[config.mk]
export PLATFORM = sky130hd
export DESIGN_NAME = status_led_pattern_controller
export DESIGN_NICKNAME = d
export VERILOG_FILES = /design/src/design/sled_pkg.sv /design/src/design/status_led_pattern_controller.sv
export SDC_FILE = /design/constraint.sdc
export NUM_CORES = 1
export LEC_CHECK = 0
export ABC_AREA = 1
export BUFFER_PORTS_ARGS = -buffer_cell sky130_fd_sc_hd__buf_2
export CAP_MARGIN = 25
export CELL_PAD_IN_SITES_DETAIL_PLACEMENT = 1
export CELL_PAD_IN_SITES_GLOBAL_PLACEMENT = 1
export CORE_MARGIN = 2
export CORE_UTILIZATION = 40
export DETAILED_ROUTE_END_ITERATION = 16
export PLACE_DENSITY = 0.7
export SETUP_SLACK_MARGIN = 0.15
export SLEW_MARGIN = 40
export SYNTH_ARGS = -nofsm -noshare
export SYNTH_HDL_FRONTEND = slang
export SYNTH_SLANG_ARGS = --single-unit
[constraint.sdc]
create_clock -name clk -period 2.25 [get_ports clk]
set_input_delay 0.45 -clock clk [delete_from_list [all_inputs] [get_ports clk]]
set_output_delay 0.45 -clock clk [all_outputs]
set_load 0.01 [all_outputs]
[src/design/sled_pkg.sv]
// Package: types, codes and helpers shared by the status LED pattern controller.
`default_nettype none
package sled_pkg;

  // Width of the millisecond countdown timer.
  localparam int TIMER_WIDTH = 16;
  // Width of the period configuration registers.
  localparam int PERIOD_W    = 16;

  localparam logic [PERIOD_W-1:0] RST_SLOW_ON   = PERIOD_W'(100);
  localparam logic [PERIOD_W-1:0] RST_SLOW_OFF  = PERIOD_W'(1800);
  localparam logic [PERIOD_W-1:0] RST_FAST_HALF = PERIOD_W'(100);
  localparam logic [PERIOD_W-1:0] RST_FLASH     = PERIOD_W'(10);
  localparam logic [PERIOD_W-1:0] RST_PULSE_OFF = PERIOD_W'(50);
  localparam logic [PERIOD_W-1:0] RST_PULSE_ON  = PERIOD_W'(200);
  localparam logic [PERIOD_W-1:0] RST_SETTLE    = PERIOD_W'(10);

  typedef enum logic [2:0] {
    MODE_OFF   = 3'd0,
    MODE_ON    = 3'd1,
    MODE_SLOW  = 3'd2,
    MODE_FAST  = 3'd3,
    MODE_FLASH = 3'd4,
    MODE_PULSE = 3'd5
  } mode_t;

  typedef enum logic [2:0] {
    FUNC_TICK     = 3'd0,
    FUNC_SET      = 3'd1,
    FUNC_OVERRIDE = 3'd2,
    FUNC_REVERT   = 3'd3,
    FUNC_READ     = 3'd4
  } func_t;

  typedef enum logic [2:0] {
    CFG_INVERT    = 3'd0,
    CFG_SLOW_ON   = 3'd1,
    CFG_SLOW_OFF  = 3'd2,
    CFG_FAST_HALF = 3'd3,
    CFG_FLASH     = 3'd4,
    CFG_PULSE_OFF = 3'd5,
    CFG_PULSE_ON  = 3'd6,
    CFG_SETTLE    = 3'd7
  } cfg_idx_t;

  // One result beat.
  typedef struct packed {
    logic  pin_drive;
    logic  drive_enable;
    logic  read_done;
    logic  read_level;
    mode_t active_mode;
  } res_t;

  // Maps a raw mode code onto a legal mode; unused codes mean off.
  function automatic mode_t fix_mode(logic [2:0] m);
    mode_t r;
    r = MODE_OFF;
    if (m <= 3'd5) begin
      r = mode_t'(m);
    end
    return r;
  endfunction

  // Loads a period into the timer, saturating when it does not fit.
  function automatic logic [TIMER_WIDTH-1:0] sat_period(logic [PERIOD_W-1:0] p);
    logic [TIMER_WIDTH-1:0] r;
    if ((p >> TIMER_WIDTH) != '0) begin
      r = '1;
    end else begin
      r = TIMER_WIDTH'(p);
    end
    return r;
  endfunction

endpackage
`default_nettype wire

[src/design/status_led_pattern_controller.sv]
// Top level: status LED pattern engine with a two-entry result buffer.
`default_nettype none
// Each input beat (millisecond tick, mode set, override, revert or pin read
// request) is accepted at a clock edge: the pattern state, the countdown timer
// and the read sequencer are updated at the accepting edge, and the result
// beat is written into the output buffer at that same edge, so the block
// sustains one beat per clock while in_stall is low. The output side has a
// second, skid register; in_stall rises only while that skid entry holds a
// result, which happens only after the consumer has stalled with the output
// register already full. Results therefore appear on out_* in the cycle after
// their input beat when the consumer keeps up. Periods count in input ticks,
// not clock cycles: the countdown is loaded when an event runs a pattern step
// and decremented by each tick beat. A read request releases the pin
// (drive_enable low), waits settle_r ticks, then samples in_pin_sample,
// reports it with the polarity correction on read_done/read_level and
// advances the pattern one step. Configuration writes on cfg_* take effect
// at once and should only be made while no beat is in flight.
module status_led_pattern_controller
  import sled_pkg::*;
(
  input  wire logic                clk,
  input  wire logic                rst_n,
  // Configuration write port.
  input  wire logic                cfg_we,
  input  wire logic [2:0]          cfg_index,
  input  wire logic [PERIOD_W-1:0] cfg_wdata,
  // Input channel.
  input  wire logic                in_valid,
  output logic                     in_stall,
  input  wire logic [2:0]          in_func,
  input  wire logic [2:0]          in_mode_req,
  input  wire logic                in_pin_sample,
  // Result channel.
  output logic                     out_valid,
  input  wire logic                out_stall,
  output logic                     out_pin_drive,
  output logic                     out_drive_enable,
  output logic                     out_read_done,
  output logic                     out_read_level,
  output logic [2:0]               out_active_mode
);

  // Configuration registers.
  logic                invert_r;
  logic [PERIOD_W-1:0] slow_on_r, slow_off_r, fast_half_r, flash_r;
  logic [PERIOD_W-1:0] pulse_off_r, pulse_on_r, settle_r;

  // Pattern state.
  mode_t                  cur_mode_r, cur_mode_nxt;
  mode_t                  rem_mode_r, rem_mode_nxt;
  logic                   ovr_r, ovr_nxt;
  logic                   phase_r, phase_nxt;
  logic                   lit_r, lit_nxt;
  logic                   read_pend_r, read_pend_nxt;
  logic                   settle_pend_r, settle_pend_nxt;
  logic [TIMER_WIDTH-1:0] cd_r, cd_nxt;

  // Output buffer: main register and skid register.
  logic out_valid_r, skid_valid_r;
  res_t out_res_r, skid_res_r;
  res_t res_nxt;

  logic in_acc, out_take;

  assign in_stall = skid_valid_r;
  assign in_acc   = in_valid && !skid_valid_r;
  assign out_take = out_valid_r && !out_stall;

  // Configuration writes.
  always_ff @(posedge clk) begin
    if (!rst_n) begin
      invert_r    <= 1'b0;
      slow_on_r   <= RST_SLOW_ON;
      slow_off_r  <= RST_SLOW_OFF;
      fast_half_r <= RST_FAST_HALF;
      flash_r     <= RST_FLASH;
      pulse_off_r <= RST_PULSE_OFF;
      pulse_on_r  <= RST_PULSE_ON;
      settle_r    <= RST_SETTLE;
    end else if (cfg_we) begin
      unique case (cfg_idx_t'(cfg_index))
        CFG_INVERT:    invert_r    <= cfg_wdata[0];
        CFG_SLOW_ON:   slow_on_r   <= cfg_wdata;
        CFG_SLOW_OFF:  slow_off_r  <= cfg_wdata;
        CFG_FAST_HALF: fast_half_r <= cfg_wdata;
        CFG_FLASH:     flash_r     <= cfg_wdata;
        CFG_PULSE_OFF: pulse_off_r <= cfg_wdata;
        CFG_PULSE_ON:  pulse_on_r  <= cfg_wdata;
        CFG_SETTLE:    settle_r    <= cfg_wdata;
        default: ;
      endcase
    end
  end

  // Next pattern state and the result for the beat on the input ports.
  always_comb begin
    mode_t               mreq;
    logic                run;
    logic                done;
    logic                level;
    logic [PERIOD_W-1:0] period;

    mreq            = fix_mode(in_mode_req);
    run             = 1'b0;
    done            = 1'b0;
    level           = 1'b0;
    period          = '0;
    cur_mode_nxt    = cur_mode_r;
    rem_mode_nxt    = rem_mode_r;
    ovr_nxt         = ovr_r;
    phase_nxt       = phase_r;
    lit_nxt         = lit_r;
    read_pend_nxt   = read_pend_r;
    settle_pend_nxt = settle_pend_r;
    cd_nxt          = cd_r;

    // Events run a step, but not overridden sets, spare codes or early ticks.
    case (in_func)
      FUNC_TICK: begin
        if (cd_r != '0) begin
          cd_nxt = cd_r - TIMER_WIDTH'(1);
          run    = (cd_r == TIMER_WIDTH'(1));
        end
      end
      FUNC_SET: begin
        rem_mode_nxt = mreq;
        if (!ovr_r) begin
          cur_mode_nxt = mreq;
          phase_nxt    = (mreq == MODE_ON);
          lit_nxt      = (mreq != MODE_OFF);
          run          = 1'b1;
        end
      end
      FUNC_OVERRIDE: begin
        ovr_nxt      = 1'b1;
        cur_mode_nxt = mreq;
        phase_nxt    = (mreq == MODE_ON);
        lit_nxt      = (mreq != MODE_OFF);
        run          = 1'b1;
      end
      FUNC_REVERT: begin
        ovr_nxt      = 1'b0;
        cur_mode_nxt = rem_mode_r;
        phase_nxt    = (rem_mode_r == MODE_ON);
        lit_nxt      = (rem_mode_r != MODE_OFF);
        run          = 1'b1;
      end
      FUNC_READ: begin
        lit_nxt         = 1'b0;
        read_pend_nxt   = 1'b1;
        settle_pend_nxt = 1'b1;
        run             = 1'b1;
      end
      default: ;
    endcase

    // One pattern step: either start the settle wait, or finish a read and
    // advance the display pattern.
    if (run) begin
      if (settle_pend_nxt) begin
        settle_pend_nxt = 1'b0;
        period          = settle_r;
      end else begin
        if (read_pend_nxt) begin
          done          = 1'b1;
          level         = in_pin_sample ^ invert_r;
          read_pend_nxt = 1'b0;
        end
        case (cur_mode_nxt)
          MODE_ON: begin
            phase_nxt = 1'b1;
            lit_nxt   = 1'b1;
          end
          MODE_SLOW: begin
            phase_nxt = !phase_nxt;
            lit_nxt   = phase_nxt;
            period    = phase_nxt ? slow_on_r : slow_off_r;
          end
          MODE_FAST: begin
            phase_nxt = !phase_nxt;
            lit_nxt   = phase_nxt;
            period    = fast_half_r;
          end
          MODE_FLASH: begin
            if (phase_nxt) begin
              lit_nxt = 1'b0;
            end else begin
              phase_nxt = 1'b1;
              period    = flash_r;
            end
          end
          MODE_PULSE: begin
            phase_nxt = !phase_nxt;
            lit_nxt   = phase_nxt;
            period    = phase_nxt ? pulse_on_r : pulse_off_r;
          end
          default: begin
            phase_nxt = 1'b0;
            lit_nxt   = 1'b0;
          end
        endcase
      end
      cd_nxt = sat_period(period);
    end

    res_nxt.pin_drive    = lit_nxt ^ invert_r;
    res_nxt.drive_enable = !read_pend_nxt;
    res_nxt.read_done    = done;
    res_nxt.read_level   = level;
    res_nxt.active_mode  = cur_mode_nxt;
  end

  // State commits only on an accepted input beat.
  always_ff @(posedge clk) begin
    if (!rst_n) begin
      cur_mode_r    <= MODE_OFF;
      rem_mode_r    <= MODE_OFF;
      ovr_r         <= 1'b0;
      phase_r       <= 1'b0;
      lit_r         <= 1'b0;
      read_pend_r   <= 1'b0;
      settle_pend_r <= 1'b0;
      cd_r          <= '0;
    end else if (in_acc) begin
      cur_mode_r    <= cur_mode_nxt;
      rem_mode_r    <= rem_mode_nxt;
      ovr_r         <= ovr_nxt;
      phase_r       <= phase_nxt;
      lit_r         <= lit_nxt;
      read_pend_r   <= read_pend_nxt;
      settle_pend_r <= settle_pend_nxt;
      cd_r          <= cd_nxt;
    end
  end

  // Result buffer. A new result goes to the output register when it is free
  // or being drained this cycle, and otherwise to the skid register.
  always_ff @(posedge clk) begin
    if (!rst_n) begin
      out_valid_r  <= 1'b0;
      skid_valid_r <= 1'b0;
    end else if (skid_valid_r) begin
      if (out_take) begin
        out_valid_r  <= 1'b1;
        skid_valid_r <= 1'b0;
      end
    end else if (in_acc) begin
      if (!out_valid_r || out_take) begin
        out_valid_r <= 1'b1;
      end else begin
        skid_valid_r <= 1'b1;
      end
    end else if (out_take) begin
      out_valid_r <= 1'b0;
    end
  end

  always_ff @(posedge clk) begin
    if (skid_valid_r) begin
      if (out_take) begin
        out_res_r <= skid_res_r;
      end
    end else if (in_acc) begin
      if (!out_valid_r || out_take) begin
        out_res_r <= res_nxt;
      end else begin
        skid_res_r <= res_nxt;
      end
    end
  end

  assign out_valid        = out_valid_r;
  assign out_pin_drive    = out_res_r.pin_drive;
  assign out_drive_enable = out_res_r.drive_enable;
  assign out_read_done    = out_res_r.read_done;
  assign out_read_level   = out_res_r.read_level;
  assign out_active_mode  = out_res_r.active_mode;

endmodule
`default_nettype wire

==> flow_metrics.py <==
metrics = {
    "run_status": {
        "status": "complete, no violations",
    },
    "timing": {
        "fmax_mhz": 521,
        "finalCriticalPeriod_ns": 1.92,
        "final.period_utilization_pct": 85.3,
        "worst_clock_skew_ns": 0.0129,
        "tightest_slew_ns": 0.764,
        "setup_viol": 0,
        "maxSlewViolCount": 0,
        "finalSetupTns_ns": 0,
        "hold_viol_final": 0,
        "grt_setup_unrepaired": "no",
        "timing.slew.headroom_pct": 49.0,
    },
    "detailed_routing": {
        "wl_um": 24000,
        "drtIter0Drc": 345,
        "drcViolationCount": 0,
        "avgRoutedWirePerCell_um": 17.3,
        "drtAntennaViolNets": 0,
        "via_count": 7251,
        "firstDrtPassIters": 4,
        "vias_per_cell": 5.24,
    },
    "clock_network": {
        "path_clk_slew_ns": 0.07,
        "cts_tree": "yes",
        "htreeDepth": 4,
        "cts_buffers": 17,
        "insertion_delay_ns": 0.43,
        "clockBufferDepth": 2,
        "cts_sinks": 156,
        "cts_root_buf": "clkbuf_16",
        "holdBufCountCts": 0,
    },
    "layout": {
        "layout_common_cells": "nor2_1 (154), dfxtp_1 (140), o21ai_0 (137)",
        "register_area_sq_um": 3270,
        "syn2layout_area_growth_pct": 17.2,
        "final_common_cell": "nor2_1",
        "num_antenna_cells": 0,
        "layout.nets": 1145,
        "fill_cells": 2401,
        "instances_no_fill": 1384,
        "multi_input_area_sq_um": 3650,
        "drive_gt1_share_pct": 16.5,
    },
    "worst_hold_path": {
        "worstHoldStart": "out_stall",
        "hp-class": "in -> reg",
    },
    "worst_setup_path": {
        "startpoint": "cd_r[2]",
        "crit_type": "reg -> reg",
        "cp-end-kind": "flop",
        "crit_arrival_ns": 2.23,
        "worstSetupStartpointType": "flop",
        "critical_path_required_ns": 2.56,
        "cp_max_fo": 4,
        "regToRegStartpoint": "cd_r[2]",
    },
    "placed_design": {
        "place.gp.congestion": 0.816,
        "portBuffers": 39,
        "hpwl_um": 15900,
        "placed_cells": 1351,
    },
    "die": {
        "die_w_um": 143,
        "die_h_um": 143,
        "num_rows": 50,
        "initial_core_util_pct": 41.0,
        "die-area_sq_um": 20400,
        "coreArea_sq_um": 18800,
        "io_pins": 40,
    },
    "grt": {
        "antenna_found_initial": 0,
        "grt_overflow_total": 0,
        "grt_pass1_vias": 7448,
        "grt_max_degree": 101,
        "grt_usage_pct": 25.0,
        "grt_pass1_wl_um": 39700,
    },
    "synth": {
        "synthFlopType": "dfxtp_1",
        "ys_seq_elements": 156,
        "syn_avg_cell_area_sq_um": 7.30,
        "seq_area_frac_synth_pct": 42.3,
        "synth_edf_count": 14,
        "synth_area_sq_um": 7710,
        "synth_nets": 1090,
        "syn_inst": 1056,
        "synth_cell_type_count": 45,
        "ys_warn_count": 0,
        "asyncSetResetFlopFracSynth_pct": 0,
    },
    "power": {
        "ir_worst_vdd_v": 0.000529,
        "power.leakage_nw": 3.84,
        "power_density_nw_per_um2": 803,
    },
    "flow_run": {
        "maxCapViolCount": 0,
    },
}
-- power by group --
group / switching [mW] / leakage, nW / internal, mW / total [mW]
sequential: 0.0691 / 1.29 / 2.94 / 3.01
clock: 1.22 / 0.307 / 1.94 / 3.16
combinational: 0.708 / 2.25 / 0.379 / 1.09
-- path summary, 6_finish.rpt --
check,endpoint,slack [ns],depth (start not counted)
worst max-delay path,cd_r[15],0.33,10
worst min register to register,pulse_off_r[14],0.45,2
worst min-delay path,out_valid,0.28,3
worst max register to register,cd_r[15],0.33,10
-- registers in the layout (all words and copies together) (netlist names), 7 cells and up --
register / flops
slow_on_r: 16
slow_off_r: 16
pulse_on_r: 16
pulse_off_r: 16
settle_r: 16
fast_half_r: 16
flash_r: 16
cd_r: 16
skid_res_r: 7
-- cell families after synthesis --
kind of cell,synth area share [%]
fa+ha+maj,0.487
xor+xnor,0.681
buf+inv,10.7
simple gates,24.8
flops,42.3
compound gates,21.1
-- synth_stat cells, types with 2 or more instances --
| master | count | share of area [%] |
|---|---|---|
| nand2_4 | 4 | 0.58 |
| clkbuf_1 | 31 | 1.5 |
| nand4_1 | 6 | 0.49 |
| buf_2 | 2 | 0.13 |
| nand3_2 | 14 | 1.8 |
| buf_6 | 7 | 1.0 |
| clkbuf_8 | 5 | 0.89 |
| a31oi_1 | 3 | 0.24 |
| nor2_2 | 8 | 0.65 |
| dfxtp_1 | 142 | 37 |
| a21oi_1 | 125 | 8.1 |
| a21oi_2 | 8 | 0.91 |
| buf_4 | 2 | 0.19 |
| o21ai_0 | 138 | 9.0 |
| nand3_4 | 4 | 0.91 |
| clkbuf_4 | 2 | 0.19 |
| nand3_1 | 62 | 4.0 |
| and2_1 | 2 | 0.16 |
| nand3b_1 | 2 | 0.19 |
| nor2_1 | 155 | 7.5 |
| edfxtp_1 | 14 | 5.5 |
| xor2_1 | 4 | 0.45 |
| nor2_8 | 3 | 0.78 |
| o211ai_1 | 6 | 0.58 |
| nand3b_4 | 2 | 0.52 |
| ha_1 | 3 | 0.49 |
| o21ai_1 | 27 | 1.8 |
| inv_2 | 9 | 0.44 |
| nand2_1 | 134 | 6.5 |
| xnor2_1 | 2 | 0.23 |
| inv_1 | 114 | 5.5 |
| nor3_1 | 3 | 0.19 |
-- stage by stage --
| step | instance area [sq um] | hold slack (ns) | worst slack, ns | util, % | total power, mW |
|---|---|---|---|---|---|
| after CTS | 9000 | 0.274 | 0.161 | 47.8 | 7.29 |
| final | 9040 | 0.284 | 0.330 | 48.0 | 7.26 |
| after detailed placement | 8360 | 0.444 | 0.00677 | 44.4 | 4.13 |
| after global placement | 8360 | 0.436 | 0.0294 | 44.4 | 4.11 |
| after global routing | 9040 | 0.291 | 0.144 | 48.0 | 7.57 |
| after floorplan | 7710 | 0.425 | 0.321 | - | 3.75 |
-- final cells by class --
cell class / count / area share (%)
Tap cell: 260 / 3.60
Clock inverter: 12 / 2.04
Inverter: 125 / 5.23
Timing Repair Buffer: 88 / 7.55
Sequential cell: 156 / 36.1
Clock buffer: 20 / 5.07
Multi-Input combinational cell: 723 / 40.4
-- worst max-delay path, stage by stage (launching register included) --
cell	delay [ns]
dfxtp_1	0.35
nor2_1	0.22
nand4_1	0.21
nor3_1	0.22
nand2_1	0.15
nor2_1	0.18
nand3_1	0.10
nand2_1	0.07
nand2_1	0.07
a21oi_2	0.16
a21oi_2	0.07
-- layer usage --
metal / track usage (%) / routed length (um) / vias to the layer above
li1: - / - / 3579
met1: 33.8 / 11600 / 3528
met2: 41.7 / 11300 / 116
met3: 3.79 / 740 / 28
met4: 6.93 / 380 / 0
met5: 0 / 0 / -
-- repair_timing --
action / 4_1_cts / 5_1_grt
pin swaps: 0 / 1
buffers inserted: 0 / 1
setup endpoints to repair: 2 / 22
resized for setup: 1 / 11
cloned: 0 / 0
No activity file was read; power rests on OpenSTA's default activity.
